File: src/rtl/core/ect_pkg.sv
// ect_pkg: shared types, codes and small tables for the edge contour tracer.
// Used by the tracer top level and its neighbor scoring stage.
package ect_pkg;

   // internal coordinate width; the size registers are 7 bits wide
   localparam int CW   = 7;
   localparam int CMAX = (2 ** CW) - 1;
   // score width: direction term up to +/-32768 plus two Q2.14 products
   localparam int SW   = 19;

   // operation codes
   localparam logic [1:0] OP_LOAD    = 2'd0;
   localparam logic [1:0] OP_START   = 2'd1;
   localparam logic [1:0] OP_ADVANCE = 2'd2;

   // result status codes
   localparam logic [1:0] STATUS_POINT   = 2'd0;
   localparam logic [1:0] STATUS_CLOSED  = 2'd1;
   localparam logic [1:0] STATUS_NO_EDGE = 2'd2;
   localparam logic [1:0] STATUS_NO_NBR  = 2'd3;

   // register indexes
   localparam logic [1:0] CSR_WIDTH     = 2'd0;
   localparam logic [1:0] CSR_HEIGHT    = 2'd1;
   localparam logic [1:0] CSR_THRESHOLD = 2'd2;

   // register reset values
   localparam logic [6:0] WIDTH_RESET     = 7'd64;
   localparam logic [6:0] HEIGHT_RESET    = 7'd64;
   localparam logic [7:0] THRESHOLD_RESET = 8'd3;

   // direction packing {dy, dx}, each 2-bit two's complement; (0,-1) is "up"
   localparam logic [3:0] DIR_UP = 4'b1100;

   typedef enum logic [1:0] {
      ST_IDLE,
      ST_SCAN,
      ST_NBR,
      ST_RESP
   } state_type;

   // registered output of the neighbor scoring stage
   typedef struct packed {
      logic                 valid;
      logic [2:0]           idx;
      logic                 hit;
      logic signed [SW-1:0] score;
      logic [15:0]          normal;
   } score_type;

   // neighbor visiting order, x offsets
   function automatic logic [1:0] nb_dx(input logic [2:0] idx);
      case (idx)
         3'd0: nb_dx = 2'b00;
         3'd1: nb_dx = 2'b00;
         3'd2: nb_dx = 2'b01;
         3'd3: nb_dx = 2'b01;
         3'd4: nb_dx = 2'b01;
         3'd5: nb_dx = 2'b11;
         3'd6: nb_dx = 2'b11;
         default: nb_dx = 2'b11;
      endcase
   endfunction

   // neighbor visiting order, y offsets
   function automatic logic [1:0] nb_dy(input logic [2:0] idx);
      case (idx)
         3'd0: nb_dy = 2'b01;
         3'd1: nb_dy = 2'b11;
         3'd2: nb_dy = 2'b00;
         3'd3: nb_dy = 2'b01;
         3'd4: nb_dy = 2'b11;
         3'd5: nb_dy = 2'b01;
         3'd6: nb_dy = 2'b00;
         default: nb_dy = 2'b11;
      endcase
   endfunction

   // probe row for pass k of the start search: floor(h * m / 8)
   function automatic logic [CW-1:0] probe_row(input logic [CW-1:0] h,
                                               input logic [2:0] k);
      logic [2:0]    m;
      logic [CW+2:0] prod;
      case (k)
         3'd0: m = 3'd4;
         3'd1: m = 3'd2;
         3'd2: m = 3'd6;
         3'd3: m = 3'd1;
         3'd4: m = 3'd3;
         3'd5: m = 3'd5;
         3'd6: m = 3'd7;
         default: m = 3'd0;
      endcase
      prod = (CW+3)'(h) * (CW+3)'(m);
      probe_row = prod[CW+2:3];
   endfunction

endpackage

File: src/rtl/core/ect_scorer.sv
// ect_scorer: one registered stage that tests a neighbor pixel for edge and
// scores it against the last direction and normal. Depends on ect_pkg.
module ect_scorer import ect_pkg::*; (
   input  logic        clock,
   input  logic        reset,
   input  logic        in_valid,
   input  logic [2:0]  in_idx,
   input  logic        in_inb,
   input  logic [23:0] entry,
   input  logic [7:0]  threshold,
   input  logic [3:0]  last_dir,
   input  logic [15:0] last_norm,
   output score_type   sc
);

   logic                 valid_ff;
   logic [2:0]           idx_ff;
   logic                 hit_ff;
   logic signed [SW-1:0] score_ff;
   logic [15:0]          normal_ff;

   logic [1:0]           dx, dy;
   logic signed [3:0]    dxe, dye, ldxe, ldye, dot;
   logic signed [15:0]   p_x, p_y;
   logic signed [SW-1:0] dterm, score_in;
   logic                 hit_in;

   // direction dot product, weighted by 2^14, plus normal dot product
   always_comb begin
      dx    = nb_dx(in_idx);
      dy    = nb_dy(in_idx);
      dxe   = {{2{dx[1]}}, dx};
      dye   = {{2{dy[1]}}, dy};
      ldxe  = {{2{last_dir[1]}}, last_dir[1:0]};
      ldye  = {{2{last_dir[3]}}, last_dir[3:2]};
      dot   = dxe * ldxe + dye * ldye;
      dterm = {{(SW-18){dot[3]}}, dot, 14'd0};
      p_x   = $signed(entry[15:8]) * $signed(last_norm[7:0]);
      p_y   = $signed(entry[23:16]) * $signed(last_norm[15:8]);
      score_in = dterm + SW'(p_x) + SW'(p_y);
      hit_in   = in_inb && (entry[7:0] > threshold);
   end

   always_ff @(posedge clock) begin
      if (reset) begin
         valid_ff <= 1'b0;
      end else begin
         valid_ff <= in_valid;
      end
   end

   always_ff @(posedge clock) begin
      idx_ff    <= in_idx;
      hit_ff    <= hit_in;
      score_ff  <= score_in;
      normal_ff <= entry[23:8];
   end

   assign sc = '{valid: valid_ff, idx: idx_ff, hit: hit_ff,
                 score: score_ff, normal: normal_ff};

endmodule

File: config.mk
export PLATFORM = sky130hd
export DESIGN_NAME = ect_scorer
export DESIGN_NICKNAME = d
export VERILOG_FILES = /design/src/rtl/core/ect_pkg.sv /design/src/rtl/core/ect_scorer.sv
export SDC_FILE = /design/constraint.sdc
export NUM_CORES = 1
export LEC_CHECK = 0
export BUFFER_PORTS_ARGS = -buffer_cell sky130_fd_sc_hd__buf_4
export CAP_MARGIN = 40
export CORE_MARGIN = 2
export CORE_UTILIZATION = 56
export CTS_BUF_LIST = sky130_fd_sc_hd__clkbuf_2 sky130_fd_sc_hd__clkbuf_4 sky130_fd_sc_hd__clkbuf_8
export DETAILED_ROUTE_END_ITERATION = 6
export GPL_TIMING_DRIVEN = 0
export PLACE_DENSITY = 0.78
export RECOVER_POWER = 100
export SETUP_SLACK_MARGIN = 0.2
export SLEW_MARGIN = 20
export SYNTH_ARGS = -nofsm -noshare
export SYNTH_HDL_FRONTEND = slang
export SYNTH_SLANG_ARGS = --single-unit
File: constraint.sdc
create_clock -name clock -period 11.5 [get_ports clock]
set_input_delay 2.3 -clock clock [delete_from_list [all_inputs] [get_ports clock]]
set_output_delay 2.3 -clock clock [all_outputs]
set_load 0.02 [all_outputs]
---- Yosys cells after proc, flatten, opt, wreduce, memory -nomap -nowiden ----
Cells that the tools add are included.
storage, ports and cells
  logic and storage cells ................. 27
  bits in registers ....................... 40
  output and inout bits ................... 40
  input bits .............................. 59
cells by class
  equality and inequality tests ........... 6
  multiply operators ...................... 4
  $add $sub $neg .......................... 3
  muxes and demuxes ....................... 2
  $lt $le $gt $ge ......................... 1
  reduce and logical (&&, ||, !) cells .... 6
operators by type and width
  kind                  count
  $mul A8 B8 Y16        2
  $add A18 B16 Y19      1
  $add A19 B16 Y19      1
  $eq A3 B3 Y1 const B  3
  $gt A8 B8 Y1          1
  $mul A2 B2 Y4         2
  $pmux W2 S2           2
  $eq A3 B2 Y1 const B  2
  $reduce_or A3 Y1      2
  $add A4 B4 Y4         1
  $reduce_or A2 Y1      2
  $eq A3 B1 Y1 const B  1
  $logic_not A3 Y1      1
  $logic_and A1 B1 Y1   1

---- Depth between registers and ports, before layout ----
  word-level depth ........................ 7
  mapped depth ............................ 30

---- Least setup slack after synthesis ----
No wires, ideal clock.
  path type ............................... input-to-reg
  start ................................... in in_idx[2]
  end ..................................... reg score_ff[17]
  required time ........................... 11384 ps
  arrival ................................. 8663 ps
  cell stages on the path ................. 29
  buffers on the path ..................... 1
  setup slack ............................. 2720 ps
  cell sequence ........................... clkbuf_1 -> nand2b_1 -> nand3_1 -> o21ai_1 -> nand2_1 -> fa_1 -> inv_1 -> ha_1 -> inv_1 -> fa_1 -> inv_1 -> ha_1 -> inv_1 -> fa_1 -> xor2_1 -> xnor2_1 -> xnor2_1 -> xnor2_1 -> ha_1 -> fa_1 -> fa_1 -> inv_1 -> fa_1 -> fa_1 -> inv_1 -> ha_1 -> a2111o_1 -> o211a_1 -> o211a_1
between the ends
  longest elaborated chain between the ends .. 7
  elaborated cells on any way between the ends .. 18
ends and longest elaborated chain
  what                                                                   RTL line                      text
  from (decl)                                                            ect_scorer.sv:7               input logic [2:0] in_idx,
  $eq A3 B2 Y1, or another cell as far along                             ect_pkg.sv:53, ect_pkg.sv:67
  $reduce_or A3 Y1 (no line) / $reduce_or A2 Y1 (equally long branches)  n/a
  $pmux W2 S2 (on tied branches)                                         ect_pkg.sv:53, ect_pkg.sv:67
  $mul A2 B2 Y4                                                          ect_scorer.sv:36              dot = dxe * ldxe + dye * ldye;
  $add A4 B4 Y4 *                                                        ect_scorer.sv:36
  $add A18 B16 Y19 *                                                     ect_scorer.sv:40              score_in = dterm + SW'(p_x) + SW'(p_y);
  $add A19 B16 Y19 *                                                     ect_scorer.sv:40
  named net score_in[17]                                                 ect_scorer.sv:25              logic signed [SW-1:0] dterm, score_in;
  to (signal assigned)                                                   ect_scorer.sv:55              score_ff <= score_in;
  to (decl)                                                              ect_scorer.sv:19              logic signed [SW-1:0] score_ff;
Mark *: on every way through the listed nets, which the timed path passes. The rest lies on a longest branch.
A chain may end at the register's enable or synchronous reset.

---- Worst setup path in the final report ----
  start ................................... in in_idx[1]
  end ..................................... reg score_ff[17]
The elaborated chain is that of the path after synthesis.

==> impl_metrics.json <==
{
  "worst_pin_slew_ns": 0.7939,
  "synth_mux_area_share_pct": 0,
  "h-tree-depth": 2,
  "syn_area_per_cell_um2": 10.01,
  "synth_nets": 1016,
  "drive_gt1_share_pct": 6.522,
  "avgRoutedWirePerCell_um": 15.00,
  "wl_mm": 15.00,
  "endpoint_kind": "flip-flop",
  "crit_start": "in_idx[1]",
  "clkSinkCount": 40,
  "grt_use_total_pct": 23.71,
  "crit_family": "adder cells",
  "nFillCells": 1060,
  "finalWorstPathRequiredPeriod_ns": 9.024,
  "cts_tree": "done",
  "synthAdderAreaFrac_pct": 57.55,
  "gp_congestion": 0.9136,
  "numCtsBuffers": 5,
  "multi_input_area_um2": 5672,
  "start_util_pct": 57.27,
  "synth_area_um2": 7227,
  "synth_top_family_by_area": "adder cells",
  "clockRootBuffer": "clkbuf_8",
  "synth_cell_types": 47,
  "synth_xor_area_share_pct": 2.909,
  "area_growth_pct": 11.67,
  "max_stage_delay_ns": 0.56,
  "setup_viol": 0,
  "finalMaxSlewViolations": 0,
  "diodes": 0,
  "synth-edff-count": 0,
  "clock_path_buffers": 2,
  "crit_type": "in2reg",
  "cpMaxStageDelayCell": "fa_1",
  "synth_compound_gate_area_share_pct": 6.579,
  "grt.overflow.total": 0,
  "crit_fanout": 8,
  "layout.nets": 1121,
  "synthFlopType": "dfxtp_1",
  "remaining_drc_errors": 0,
  "crit_required_ns": 11.72,
  "rsz0062_at_grt": "no",
  "async_flop_share_pct": 0,
  "io_pins": 99,
  "dp_hpwl_mm": 12.91,
  "syn_inst": 722,
  "post_cts_buffers": 0,
  "hp-start": "in_idx[2]",
  "tns_ns": 0,
  "rows": 41,
  "cts_resized": 0,
  "yosys-top-cells-count": "191 x inv_1, 161 x fa_1, 74 x ha_1",
  "stdcell_count": 1000,
  "antenna_found_initial": 0,
  "synth_top_area_share_pct": 44.60,
  "synth_seq_cells": 40,
  "slew_headroom_pct": 47.04,
  "via_per_inst": 5.190,
  "yosysMostFrequentCell": "inv_1",
  "grt_pass1_vias": 5834,
  "dieWidth_um": 117.6,
  "path_clk_slew_ns": 0.09,
  "fmax_ghz": 0.1108,
  "min_path_type": "in2reg",
  "yosysWarnings": 0,
  "firstDrtPassIters": 7,
  "dr.first_iter.drc_count": 264,
  "crit_arrival_ns": 9.24,
  "core_um2": 12620,
  "grt_pass1_wl_mm": 26.37,
  "io_buffers": 98,
  "synth-simple-area-share_pct": 11.60,
  "fin_crit_sh_pct": 78.47,
  "crit_buf_inv": 8,
  "dieArea_um2": 13830,
  "drtAntennaViolNets": 0,
  "dp_cells": 992,
  "yosysTopAreaCell": "fa_1",
  "synthTopCellsByArea": "fa_1 45%, ha_1 13%, dfxtp_1 11%, inv_1 9.9%, and2_1 6.1%",
  "seq_area_um2": 800.8,
  "synth_seq_area_share_pct": 11.08,
  "grt_max_degree": 14,
  "die_h_um": 117.6,
  "max_cap_violations": 0,
  "hold_violations": 0,
  "crit_path_start_kind": "primary input",
  "route.vias.total": 5190,
  "cts-hold-fix-buffers": 0,
  "status": "completed"
}
[stage by stage]
stage	hold slack, ns	setup WS (ns)	util [%]	area [µm²]
finish	2.108	2.476	63.95	8070
global route	2.086	2.133	63.95	8070
CTS	2.070	2.594	65.76	8299
detailed placement	2.416	2.259	64.80	8178
global placement	2.414	2.335	64.80	8178
floorplan	2.328	2.720	-	7227
[flip-flops by register name (all words and copies together), names as in the netlist]
signal,count
score_ff,19
idx_ff,3
normal_ff,16
hit_ff,1
valid_ff,1
[area by class of cell]
cell class | count | area share (%)
buffer | 4 | 0.2791
clock buffer | 6 | 1.023
clock inverter | 2 | 0.4806
inverter | 192 | 8.930
multi-input combinational | 486 | 70.28
sequential | 40 | 9.922
tap | 172 | 2.667
timing repair buffer | 98 | 6.419
[path summary, 6_finish.rpt]
check / end / cells after the start
max: score_ff[17] / 27
min: idx_ff[2] / 1
[cell families (layout without fill, tap and decap cells)]
group | after synthesis | after routing
fa+ha+maj | 236 | 236
xor+xnor | 24 | 24
compound gates | 67 | 67
simple gates | 159 | 159
buf+inv | 196 | 302
flops | 40 | 40
[cells in the final DEF, fill, tap and decap left out, drive strengths merged, types with 2 or more instances in the layout]
cell,Yosys,final
and2,71,71
nand4,2,2
nand2,49,49
o21a,5,5
fa,161,161
a211oi,2,2
xnor2,21,21
and3,3,3
ha,74,74
dfxtp,40,40
clkinv,1,2
o2111ai,2,2
nand3,4,4
buf,2,40
a21o,7,7
o211a,2,2
clkbuf,2,68
o21bai,4,4
nand2b,10,10
a21oi,15,15
a2111o,2,2
nor2,15,15
o21ai,13,13
xor2,3,3
o211ai,3,3
nor2b,3,3
inv,191,191
[metal layers]
layer	wire (µm)	global-route usage, %
met2	8233	43.24
met4	432	7.907
met3	894	4.506
met5	0	0
met1	5438	28.01
Power is not shown: default switching activity piles up to over one toggle a cycle in this logic, so the estimate is an artifact.
